[config.mk]
export PLATFORM = sky130hd
export DESIGN_NAME = round_robin_quantum_scheduler
export DESIGN_NICKNAME = d
export VERILOG_FILES = /design/src/rtl/core/rrqs_pkg.sv /design/src/rtl/core/rrqs_ram.sv /design/src/rtl/core/rrqs_ctrl.sv /design/src/rtl/core/round_robin_quantum_scheduler.sv
export SDC_FILE = /design/constraint.sdc
export NUM_CORES = 2
export LEC_CHECK = 0
export ABC_AREA = 1
export BUFFER_PORTS_ARGS = -buffer_cell sky130_fd_sc_hd__buf_2
export CAP_MARGIN = 5
export CELL_PAD_IN_SITES_DETAIL_PLACEMENT = 1
export CELL_PAD_IN_SITES_GLOBAL_PLACEMENT = 1
export CORE_MARGIN = 3
export CORE_UTILIZATION = 30
export DETAILED_ROUTE_END_ITERATION = 8
export GPL_ROUTABILITY_DRIVEN = 0
export PLACE_DENSITY = 0.64
export SYNTH_ARGS = -nofsm -noshare
export SYNTH_HDL_FRONTEND = slang
export SYNTH_SLANG_ARGS = --single-unit
[constraint.sdc]
create_clock -name clk -period 5.05 [get_ports clk]
set_clock_uncertainty 0.2 [all_clocks]
set_input_delay 1.515 -clock clk [delete_from_list [all_inputs] [get_ports clk]]
set_output_delay 1.515 -clock clk [all_outputs]
set_load 0.005 [all_outputs]
[src/rtl/core/rrqs_pkg.sv]
//------------------------------------------------------------------------------
// rrqs_pkg
// Shared types and constants of the round-robin quantum scheduler: request
// and result item layouts, request kinds, register map and reset values.
//------------------------------------------------------------------------------
`default_nettype none

package rrqs_pkg;

	// Default number of process slots
	localparam int unsigned MAX_PROCS_DEF = 16;

	// Field widths fixed by the item layouts
	localparam int unsigned PID_OUT_W = 5;
	localparam int unsigned CNT_OUT_W = 5;
	localparam int unsigned TIME_W    = 48;
	localparam int unsigned ARR_W     = 32;
	localparam int unsigned DUR_W     = 16;
	localparam int unsigned LINE_W    = 16;
	localparam int unsigned ACCUM_W   = 17;
	localparam int unsigned QUANTUM_W = 16;

	// Configuration port
	localparam int unsigned APB_ADDR_W = 3;
	localparam int unsigned APB_DATA_W = 32;
	localparam logic        REG_QUANTUM_IDX = 1'b0;
	localparam logic [QUANTUM_W-1:0] QUANTUM_RST = 16'd100;

	// Request kinds
	localparam logic [1:0] KIND_LOAD  = 2'd0;
	localparam logic [1:0] KIND_START = 2'd1;
	localparam logic [1:0] KIND_INSTR = 2'd2;

	typedef struct packed {
		logic [1:0]       kind;
		logic [ARR_W-1:0] arrive_at;
		logic [DUR_W-1:0] duration;
		logic             is_exit;
	} req_item_t;

	typedef struct packed {
		logic [TIME_W-1:0]    now_time;
		logic [PID_OUT_W-1:0] finished_pid;
		logic                 finished_exit;
		logic                 next_valid;
		logic [PID_OUT_W-1:0] next_pid;
		logic [LINE_W-1:0]    resume_line;
		logic [CNT_OUT_W-1:0] ready_count;
		logic                 all_done;
	} res_item_t;

endpackage

`default_nettype wire

[src/rtl/core/rrqs_ram.sv]
//------------------------------------------------------------------------------
// rrqs_ram
// Simple dual-port synchronous RAM: one write port, one read port, read data
// registered.
//------------------------------------------------------------------------------
`default_nettype none

module rrqs_ram #(
	parameter int unsigned WIDTH = 32,
	parameter int unsigned DEPTH = 16,
	localparam int unsigned AW = (DEPTH > 1) ? $clog2(DEPTH) : 1
) (
	input  wire logic             clk,
	input  wire logic             we,
	input  wire logic [AW-1:0]    waddr,
	input  wire logic [WIDTH-1:0] wdata,
	input  wire logic [AW-1:0]    raddr,
	output logic      [WIDTH-1:0] rdata
);

	logic [WIDTH-1:0] mem_q [DEPTH];

	// Write port
	always_ff @(posedge clk) begin
		if (we) begin
			mem_q[waddr] <= wdata;
		end
	end

	// Registered read port
	always_ff @(posedge clk) begin
		rdata <= mem_q[raddr];
	end

endmodule

`default_nettype wire

[src/rtl/core/rrqs_ctrl.sv]
//------------------------------------------------------------------------------
// rrqs_ctrl
// Scheduler sequencer: decodes each request, updates the per-process line
// counts, admits due arrivals, re-queues or retires the running process and
// dispatches the next one, all through the three state memories.
//------------------------------------------------------------------------------
`default_nettype none

module rrqs_ctrl import rrqs_pkg::*; #(
	parameter int unsigned MAX_PROCS = MAX_PROCS_DEF,
	localparam int unsigned IDX_W = $clog2(MAX_PROCS),
	localparam int unsigned PID_W = $clog2(MAX_PROCS + 1)
) (
	input  wire logic                 clk,
	input  wire logic                 arst_n,
	input  wire logic [QUANTUM_W-1:0] quantum,
	// Request channel
	input  wire logic                 req_valid,
	output logic                      req_ready,
	input  wire req_item_t            req_item,
	// Result channel
	output logic                      res_valid,
	input  wire logic                 res_ready,
	output res_item_t                 res_item,
	// Arrival store
	output logic                      arr_we,
	output logic      [IDX_W-1:0]     arr_waddr,
	output logic      [ARR_W-1:0]     arr_wdata,
	output logic      [IDX_W-1:0]     arr_raddr,
	input  wire logic [ARR_W-1:0]     arr_rdata,
	// Ready queue
	output logic                      fifo_we,
	output logic      [IDX_W-1:0]     fifo_waddr,
	output logic      [PID_W-1:0]     fifo_wdata,
	output logic      [IDX_W-1:0]     fifo_raddr,
	input  wire logic [PID_W-1:0]     fifo_rdata,
	// Executed line counts
	output logic                      ex_we,
	output logic      [IDX_W-1:0]     ex_waddr,
	output logic      [LINE_W-1:0]    ex_wdata,
	output logic      [IDX_W-1:0]     ex_raddr,
	input  wire logic [LINE_W-1:0]    ex_rdata
);

	typedef enum logic [3:0] {
		ST_IDLE,
		ST_DECODE,
		ST_EXEC_UPD,
		ST_ADM_RD,
		ST_ADM_CHK,
		ST_REQUEUE,
		ST_DISP,
		ST_DISP_POP,
		ST_DISP_ARR,
		ST_DISP_LINE,
		ST_RESULT
	} state_t;

	localparam logic [PID_W-1:0] PROCS_FULL = PID_W'(MAX_PROCS);
	localparam logic [IDX_W-1:0] IDX_LAST   = IDX_W'(MAX_PROCS - 1);

	state_t              state_q;
	req_item_t           item_q;
	logic [PID_W-1:0]    loaded_q;
	logic [PID_W-1:0]    nai_q;
	logic [IDX_W-1:0]    head_q;
	logic [IDX_W-1:0]    tail_q;
	logic [PID_W-1:0]    count_q;
	logic [PID_W-1:0]    running_q;
	logic [ACCUM_W-1:0]  accum_q;
	logic [TIME_W-1:0]   time_q;
	logic [PID_W-1:0]    completed_q;
	logic [PID_W-1:0]    fin_pid_q;
	logic                fin_exit_q;
	logic [PID_W-1:0]    next_pid_q;
	logic [LINE_W-1:0]   resume_q;
	logic                out_vld_q;
	res_item_t           out_q;
	logic [MAX_PROCS-1:0] ex_vld_q;
	logic                ex_hit_q;

	logic [LINE_W-1:0]   ex_cur;
	logic [TIME_W:0]     time_sum;
	logic [TIME_W-1:0]   time_adv;
	logic [TIME_W-1:0]   arr_ext;
	logic                arr_due;
	logic                slice_end;
	logic                fifo_room;
	logic                arr_pending;
	logic                res_free;
	res_item_t           res_build;

	function automatic logic [IDX_W-1:0] ptr_next(input logic [IDX_W-1:0] p);
		ptr_next = (p == IDX_LAST) ? '0 : p + 1'b1;
	endfunction

	// Line count of the entry read last cycle; never-written entries read zero
	assign ex_cur = ex_hit_q ? ex_rdata : '0;

	// Slice end time, saturating
	assign time_sum = {1'b0, time_q} + (TIME_W + 1)'(accum_q);
	assign time_adv = time_sum[TIME_W] ? '1 : time_sum[TIME_W-1:0];

	assign arr_ext     = TIME_W'(arr_rdata);
	assign arr_due     = (arr_ext <= time_q);
	assign slice_end   = item_q.is_exit || (accum_q >= ACCUM_W'(quantum));
	assign fifo_room   = (count_q != PROCS_FULL);
	assign arr_pending = (nai_q < loaded_q);
	assign res_free    = !out_vld_q || res_ready;

	assign req_ready = (state_q == ST_IDLE);
	assign res_valid = out_vld_q;
	assign res_item  = out_q;

	// Memory port drive
	always_comb begin
		arr_we     = (state_q == ST_DECODE) && (item_q.kind == KIND_LOAD) &&
		             (loaded_q != PROCS_FULL);
		arr_waddr  = IDX_W'(loaded_q);
		arr_wdata  = item_q.arrive_at;
		arr_raddr  = IDX_W'(nai_q);

		fifo_we    = ((state_q == ST_ADM_CHK) && arr_due) ||
		             ((state_q == ST_REQUEUE) && !item_q.is_exit && fifo_room);
		fifo_waddr = tail_q;
		fifo_wdata = (state_q == ST_ADM_CHK) ? nai_q + 1'b1 : running_q;
		fifo_raddr = head_q;

		ex_we      = (state_q == ST_EXEC_UPD);
		ex_waddr   = IDX_W'(running_q - 1'b1);
		ex_wdata   = (ex_cur == '1) ? ex_cur : ex_cur + 1'b1;
		unique case (state_q)
			ST_DISP_POP: ex_raddr = IDX_W'(fifo_rdata - 1'b1);
			ST_DISP_ARR: ex_raddr = IDX_W'(nai_q);
			default:     ex_raddr = IDX_W'(running_q - 1'b1);
		endcase
	end

	// Result item as it leaves the sequencer
	always_comb begin
		res_build.now_time      = time_q;
		res_build.finished_pid  = PID_OUT_W'(fin_pid_q);
		res_build.finished_exit = fin_exit_q;
		res_build.next_valid    = (next_pid_q != '0);
		res_build.next_pid      = PID_OUT_W'(next_pid_q);
		res_build.resume_line   = resume_q;
		res_build.ready_count   = CNT_OUT_W'(count_q);
		res_build.all_done      = (completed_q == loaded_q);
	end

	// Valid bits and read hit of the line count store
	always_ff @(posedge clk or negedge arst_n) begin
		if (!arst_n) begin
			ex_vld_q <= '0;
			ex_hit_q <= 1'b0;
		end else begin
			ex_hit_q <= ex_vld_q[ex_raddr];
			if (ex_we) begin
				ex_vld_q[ex_waddr] <= 1'b1;
			end
		end
	end

	// Sequencer
	always_ff @(posedge clk or negedge arst_n) begin
		if (!arst_n) begin
			state_q     <= ST_IDLE;
			loaded_q    <= '0;
			nai_q       <= '0;
			head_q      <= '0;
			tail_q      <= '0;
			count_q     <= '0;
			running_q   <= '0;
			accum_q     <= '0;
			time_q      <= '0;
			completed_q <= '0;
			fin_pid_q   <= '0;
			fin_exit_q  <= 1'b0;
			next_pid_q  <= '0;
			resume_q    <= '0;
			out_vld_q   <= 1'b0;
		end else begin
			// raise the result once built, drop it once taken
			if ((state_q == ST_RESULT) && res_free) begin
				out_vld_q <= 1'b1;
			end else if (out_vld_q && res_ready) begin
				out_vld_q <= 1'b0;
			end

			unique case (state_q)
				ST_IDLE: begin
					if (req_valid) begin
						state_q <= ST_DECODE;
					end
				end

				ST_DECODE: begin
					unique case (item_q.kind)
						KIND_LOAD: begin
							if (loaded_q != PROCS_FULL) begin
								loaded_q <= loaded_q + 1'b1;
							end
							state_q <= ST_IDLE;
						end
						KIND_START: begin
							if (running_q != '0) begin
								state_q <= ST_IDLE;
							end else begin
								fin_pid_q  <= '0;
								fin_exit_q <= 1'b0;
								state_q    <= ST_DISP;
							end
						end
						KIND_INSTR: begin
							if (running_q == '0) begin
								state_q <= ST_IDLE;
							end else begin
								accum_q <= accum_q + ACCUM_W'(item_q.duration);
								state_q <= ST_EXEC_UPD;
							end
						end
						default: state_q <= ST_IDLE;
					endcase
				end

				// line count written back by the memory port; close the slice if it ends
				ST_EXEC_UPD: begin
					if (slice_end) begin
						time_q     <= time_adv;
						fin_pid_q  <= running_q;
						fin_exit_q <= item_q.is_exit;
						state_q    <= ST_ADM_RD;
					end else begin
						state_q <= ST_IDLE;
					end
				end

				// walk the pending arrivals in load order
				ST_ADM_RD: begin
					state_q <= (arr_pending && fifo_room) ? ST_ADM_CHK : ST_REQUEUE;
				end

				ST_ADM_CHK: begin
					if (arr_due) begin
						nai_q   <= nai_q + 1'b1;
						tail_q  <= ptr_next(tail_q);
						count_q <= count_q + 1'b1;
						state_q <= ST_ADM_RD;
					end else begin
						state_q <= ST_REQUEUE;
					end
				end

				// retire or re-queue the finished process
				ST_REQUEUE: begin
					if (item_q.is_exit) begin
						completed_q <= completed_q + 1'b1;
					end else if (fifo_room) begin
						tail_q  <= ptr_next(tail_q);
						count_q <= count_q + 1'b1;
					end
					state_q <= ST_DISP;
				end

				ST_DISP: begin
					accum_q <= '0;
					if (count_q != '0) begin
						head_q  <= ptr_next(head_q);
						count_q <= count_q - 1'b1;
						state_q <= ST_DISP_POP;
					end else if (arr_pending) begin
						state_q <= ST_DISP_ARR;
					end else begin
						running_q  <= '0;
						next_pid_q <= '0;
						resume_q   <= '0;
						state_q    <= ST_RESULT;
					end
				end

				ST_DISP_POP: begin
					running_q  <= fifo_rdata;
					next_pid_q <= fifo_rdata;
					state_q    <= ST_DISP_LINE;
				end

				// idle queue: jump to the next arrival, never back in time
				ST_DISP_ARR: begin
					if (arr_ext > time_q) begin
						time_q <= arr_ext;
					end
					nai_q      <= nai_q + 1'b1;
					running_q  <= nai_q + 1'b1;
					next_pid_q <= nai_q + 1'b1;
					state_q    <= ST_DISP_LINE;
				end

				ST_DISP_LINE: begin
					resume_q <= ex_cur;
					state_q  <= ST_RESULT;
				end

				// hold until the output register is free
				ST_RESULT: begin
					if (res_free) begin
						state_q <= ST_IDLE;
					end
				end

				default: state_q <= ST_IDLE;
			endcase
		end
	end

	// Payload registers
	always_ff @(posedge clk) begin
		if (req_valid && req_ready) begin
			item_q <= req_item;
		end
		if ((state_q == ST_RESULT) && res_free) begin
			out_q <= res_build;
		end
	end

endmodule

`default_nettype wire

[src/rtl/core/round_robin_quantum_scheduler.sv]
// Requests are handled one at a time by the single sequencer walking the arrival
// store, ready queue and line count memories; a new request is taken only once
// the previous one is done. A finished result waits in ST_RESULT until the result
// register is free; once loaded there, it no longer holds up the request side.
// Reset: arst_n clears all control state and sets the quantum to 100.
//------------------------------------------------------------------------------
// round_robin_quantum_scheduler
// Round-robin process scheduler with a time quantum; APB register for the
// quantum, request and result channels with valid/ready handshakes.
//------------------------------------------------------------------------------
`default_nettype none

module round_robin_quantum_scheduler import rrqs_pkg::*; #(
	parameter int unsigned MAX_PROCS = MAX_PROCS_DEF
) (
	input  wire logic                  clk,
	input  wire logic                  arst_n,
	// Configuration port
	input  wire logic                  psel,
	input  wire logic                  penable,
	input  wire logic                  pwrite,
	input  wire logic [APB_ADDR_W-1:0] paddr,
	input  wire logic [APB_DATA_W-1:0] pwdata,
	output logic      [APB_DATA_W-1:0] prdata,
	output logic                       pready,
	// Request channel
	input  wire logic                  req_valid,
	output logic                       req_ready,
	input  wire req_item_t             req_item,
	// Result channel
	output logic                       res_valid,
	input  wire logic                  res_ready,
	output res_item_t                  res_item
);

	localparam int unsigned IDX_W = $clog2(MAX_PROCS);
	localparam int unsigned PID_W = $clog2(MAX_PROCS + 1);

	logic [QUANTUM_W-1:0] quantum_q;
	logic                 reg_sel;

	logic             arr_we;
	logic [IDX_W-1:0] arr_waddr;
	logic [ARR_W-1:0] arr_wdata;
	logic [IDX_W-1:0] arr_raddr;
	logic [ARR_W-1:0] arr_rdata;

	logic             fifo_we;
	logic [IDX_W-1:0] fifo_waddr;
	logic [PID_W-1:0] fifo_wdata;
	logic [IDX_W-1:0] fifo_raddr;
	logic [PID_W-1:0] fifo_rdata;

	logic              ex_we;
	logic [IDX_W-1:0]  ex_waddr;
	logic [LINE_W-1:0] ex_wdata;
	logic [IDX_W-1:0]  ex_raddr;
	logic [LINE_W-1:0] ex_rdata;

	// Register decode
	assign pready  = 1'b1;
	assign reg_sel = (paddr[2] == REG_QUANTUM_IDX);
	assign prdata  = reg_sel ? APB_DATA_W'(quantum_q) : '0;

	// Quantum register
	always_ff @(posedge clk or negedge arst_n) begin
		if (!arst_n) begin
			quantum_q <= QUANTUM_RST;
		end else if (psel && penable && pwrite && pready && reg_sel) begin
			quantum_q <= pwdata[QUANTUM_W-1:0];
		end
	end

	rrqs_ctrl #(
		.MAX_PROCS(MAX_PROCS)
	) u_ctrl (
		.clk        (clk),
		.arst_n     (arst_n),
		.quantum    (quantum_q),
		.req_valid  (req_valid),
		.req_ready  (req_ready),
		.req_item   (req_item),
		.res_valid  (res_valid),
		.res_ready  (res_ready),
		.res_item   (res_item),
		.arr_we     (arr_we),
		.arr_waddr  (arr_waddr),
		.arr_wdata  (arr_wdata),
		.arr_raddr  (arr_raddr),
		.arr_rdata  (arr_rdata),
		.fifo_we    (fifo_we),
		.fifo_waddr (fifo_waddr),
		.fifo_wdata (fifo_wdata),
		.fifo_raddr (fifo_raddr),
		.fifo_rdata (fifo_rdata),
		.ex_we      (ex_we),
		.ex_waddr   (ex_waddr),
		.ex_wdata   (ex_wdata),
		.ex_raddr   (ex_raddr),
		.ex_rdata   (ex_rdata)
	);

	// Arrival times in load order
	rrqs_ram #(
		.WIDTH(ARR_W),
		.DEPTH(MAX_PROCS)
	) u_arr_ram (
		.clk   (clk),
		.we    (arr_we),
		.waddr (arr_waddr),
		.wdata (arr_wdata),
		.raddr (arr_raddr),
		.rdata (arr_rdata)
	);

	// Ready queue entries
	rrqs_ram #(
		.WIDTH(PID_W),
		.DEPTH(MAX_PROCS)
	) u_fifo_ram (
		.clk   (clk),
		.we    (fifo_we),
		.waddr (fifo_waddr),
		.wdata (fifo_wdata),
		.raddr (fifo_raddr),
		.rdata (fifo_rdata)
	);

	// Executed lines per process
	rrqs_ram #(
		.WIDTH(LINE_W),
		.DEPTH(MAX_PROCS)
	) u_ex_ram (
		.clk   (clk),
		.we    (ex_we),
		.waddr (ex_waddr),
		.wdata (ex_wdata),
		.raddr (ex_raddr),
		.rdata (ex_rdata)
	);

endmodule

`default_nettype wire

==> summary.md <==
| Metric | Value |
|---|---|
| Synth unique cells | `52` |
| Gates resized, CTS repair | `0` |
| Cell Pwr Density | `between 500 and 600 nW/um2` |
| CP Class | `flop to primary output` |
| CP Capture Type | `primary output` |
| Via count | `about 36000` |
| R2r setup slk | `roughly 1400 ps` |
| Final HPWL DP | `95.7 mm` |
| CTS Sinks | `1192` |
| Final hold slack | `roughly 240 ps` |
| Nets | `slightly above 5000` |
| Leak Pwr | `~23 nW` |
| Comb power frac | `0.332` |
| Crit path max fanout | `3` |
| Worst slew margin | `0.178` |
| Initial Utilization | `0.302` |
| Layout area overhead | `15.8%` |
| Maximum clock rate | `270 MHz` |
| Sw Share | `0.390` |
| Worst-path cell chain | `inv_2 -> nand2_1 -> nor2_1 -> buf_2` |
| Final period utilization | `0.733` |
| Cell Area, Synth | `about 51000 um2` |
| Chip width | `~420 um` |
| RSZ-0062 raised after global routing | `no` |
| Reg2Reg Depth | `7` |
| Setup TNS | `0 ps` |
| Net Sw Power | `13.6 mW` |
| Synth Flop Type | `edfxtp_1` |
| Die area | `between 150000 and 200000 um2` |
| Fillcell total | `between 15000 and 20000` |
| Final hold vios | `0` |
| WL/cell | `about 21 um` |
| Core area | `169000 um2` |
| Total CTS buffers | `between 100 and 150` |
| Die Span Y | `approximately 420 um` |
| Slew Viols, Final | `0` |
| GRT overflow | `0` |
| # rows | `151` |
| FF+latch area | `around 34000 um2` |
| Root Buffer | `clkbuf_16` |
| Synth warnings | `0` |
| CTS Buffer Depth | `3` |
| Sequential Power Share | `0.387` |
| ANT nets after route | `0` |
| Post-CTS Setup Bufs | `0` |
| Sequential share of the synthesized area | `0.673` |
| Max_cap viols | `0` |
| Post-synth EDFFs | `981` |
| Arrival time worst endpoint | `1990 ps` |
| H-tree levels | `4` |
| VDD IR max | `around 0.63 mV` |
| Layout cell share with drive strength beyond 1 | `0.114` |
| Crit path largest cell delay | `roughly 410 ps` |
| Outcome | `complete, no violations` |
| Total track usage | `0.171` |
| Syn Area/Cell | `11.0 um2` |
| Critical Path Source Type | `flop` |
| DRT Wirelength | `152 mm` |
| First-pass GRT wire length | `approximately 230 mm` |
| Detailed-router iteration count before antenna repair | `5` |
| Hold Path Stages | `0` |
| Clk Latency, worst-skew pair | `800 ps` |
| Largest net degree at the start of global routing | `about 220` |
| Setup violators final | `0` |
| PortBufs | `about 170` |
| Synth Register Bits | `around 1200` |
| DR vias/cell | `4.96` |
| Clock share of power | `0.281` |
| Min Tclk post-route | `roughly 3700 ps` |
| Post-CTS Hold Fix Bufs | `0` |
| P_int | `approximately 21 mW` |
| Mapped Cells | `about 4600` |
| Vias in the first global route | `roughly 36000` |
| CP required | `3340 ps` |
| I/O pin total | `210` |
| Ys async rst share | `0.133` |
| CTS tree | `done` |
| DR DRC count | `0` |
| Hold crit path type | `flop to flop` |
| Clock-pin slew on the worst setup and hold paths | `approximately 60 ps` |
| Antenna violations before repair | `11` |
| Worst slew pin tran | `1230 ps` |
| CP max-delay cell | `dfrtp_1` |
| Multi-input gate area | `14600 um2` |
| DRT iter0 DRCs | `about 2600` |
## layer usage
| layer | vias to the layer above | share of wire | GRT usage |
|---|---|---|---|
| met3 | 241 | 0.045 | 0.0265 |
| met5 | - | 0 | 0 |
| li1 | 16500 | - | - |
| met2 | 766 | 0.48 | 0.284 |
| met4 | 0 | 0.028 | 0.0537 |
| met1 | 18000 | 0.45 | 0.229 |
## Yosys cell counts, drive strengths merged, types with 5 or more instances
library cell	n	area, um2
nand4	33	213
dfrtp	155	3880
dfxtp	53	1060
xor2	38	333
clkbuf	146	548
inv	346	1300
nor2	527	2030
a22oi	17	128
buf	75	497
ha	106	1330
nor3	25	125
o211ai	93	698
edfxtp	981	29500
a21oi	102	518
nor4	8	50.1
o21bai	5	37.5
nand2	945	3550
nand3	313	1570
xnor2	19	166
o2111ai	5	43.8
o21ai	414	2080
o22ai	155	976
clkinv	5	18.8
or2	45	282
## flip-flops by register name, summed over array words and instances (netlist names), 17 cells and up
| signal | cells |
|---|---|
| u_ctrl.accum_q | 17 |
| u_arr_ram.rdata | 32 |
| u_ctrl.time_q | 48 |
| u_ctrl.item_q | 19 |
| u_fifo_ram.mem_q | 80 |
| u_ctrl.arr_wdata | 32 |
| u_ex_ram.mem_q | 256 |
| u_arr_ram.mem_q | 512 |
| u_ctrl.res_item | 82 |
## critical path: cells and delay by family (launching register included)
| family | cells | cell delay [ps] |
|---|---|---|
| flops | 1 | 410 |
| buf+inv | 2 | 280 |
| simple gates | 2 | 520 |
## power groups by stage
stage	Clock [mW]	Sequential, mW	Combinational, mW
after floorplan	0	13.1	7.86
after global placement	0	13.7	11.4
after detailed placement	0	13.7	11.6
after CTS	10.0	13.5	11.7
after global routing	10.5	13.7	13.1
final	9.81	13.5	11.6
## cells in the final DEF (no fill, tap or decap), types with 5 or more instances in the layout
cell type,netlist,routed
o211ai_1,93,93
inv_1,336,334
o21bai_1,5,5
nand4_1,32,32
ha_1,106,106
nor4_1,8,8
clkinvlp_4,0,5
xor2_1,38,38
o22ai_1,154,154
bufinv_16,0,9
clkinv_2,0,20
o21ai_0,408,408
o2111ai_1,5,5
nand2_1,943,943
buf_2,34,173
or2_2,41,41
inv_2,9,10
nor3_1,25,25
clkbuf_16,0,134
dfxtp_1,53,53
clkinv_1,5,25
a22oi_1,17,17
buf_4,26,76
dfrtp_1,155,151
clkbuf_8,0,10
edfxtp_1,981,981
nor2_2,2,18
nor2_4,2,20
xnor2_1,19,19
inv_6,0,5
clkinv_16,0,10
a21oi_1,100,100
nand3_1,313,313
nor2_1,521,487
conb_1,2,17
clkbuf_1,146,26
buf_12,0,6
## area by class of cell
cell class / count / area share
Antenna cell: 3 / 0.000127
Clock buffer: 169 / 0.0603
Multi-Input combinational cell: 2894 / 0.247
Inverter: 351 / 0.0224
Tap cell: 2218 / 0.0468
Sequential cell: 1192 / 0.582
Clock inverter: 74 / 0.0153
Timing Repair Buffer: 257 / 0.0267
## logic make-up after synthesis
kind of cell	count (synthesis)	synth area share
AO/OA/AOI/OAI	809	0.0903
flip-flops	1192	0.673
other	2	0.000147
buffers and inverters	572	0.0462
adder cells (fa/ha/maj)	109	0.0271
XOR/XNOR	57	0.00975
AND/OR/NAND/NOR	1902	0.154
## path summary, 6_finish.rpt
kind | end | start
worst max-delay path | req_ready | u_ctrl.state_q[1]
worst min-delay path | u_ctrl.res_item[18] | u_ctrl.resume_q[12]
worst max register to register | u_ex_ram.mem_q[10][13] | u_ctrl.ex_hit_q
worst min register to register | u_ctrl.res_item[18] | u_ctrl.resume_q[12]
max in group asynchronous | u_ctrl.resume_q[12] | arst_n
min in group asynchronous | u_ctrl.time_q[17] | arst_n
## metrics by stage
stage | cell area (um2) | instances | utilization | worst slack, ps | total power [mW]
finish | 59300 | 7158 | 0.350 | 1350 | 35.0
CTS | 59300 | 7154 | 0.350 | 1240 | 35.3
floorplan | 51300 | 4658 | - | 712 | 21.0
detailed placement | 54800 | 6911 | 0.323 | 1330 | 25.4
global placement | 54800 | 6911 | 0.323 | 1360 | 25.1
global route | 59300 | 7155 | 0.350 | 960 | 37.2
No activity file was read; power rests on OpenSTA's default activity.
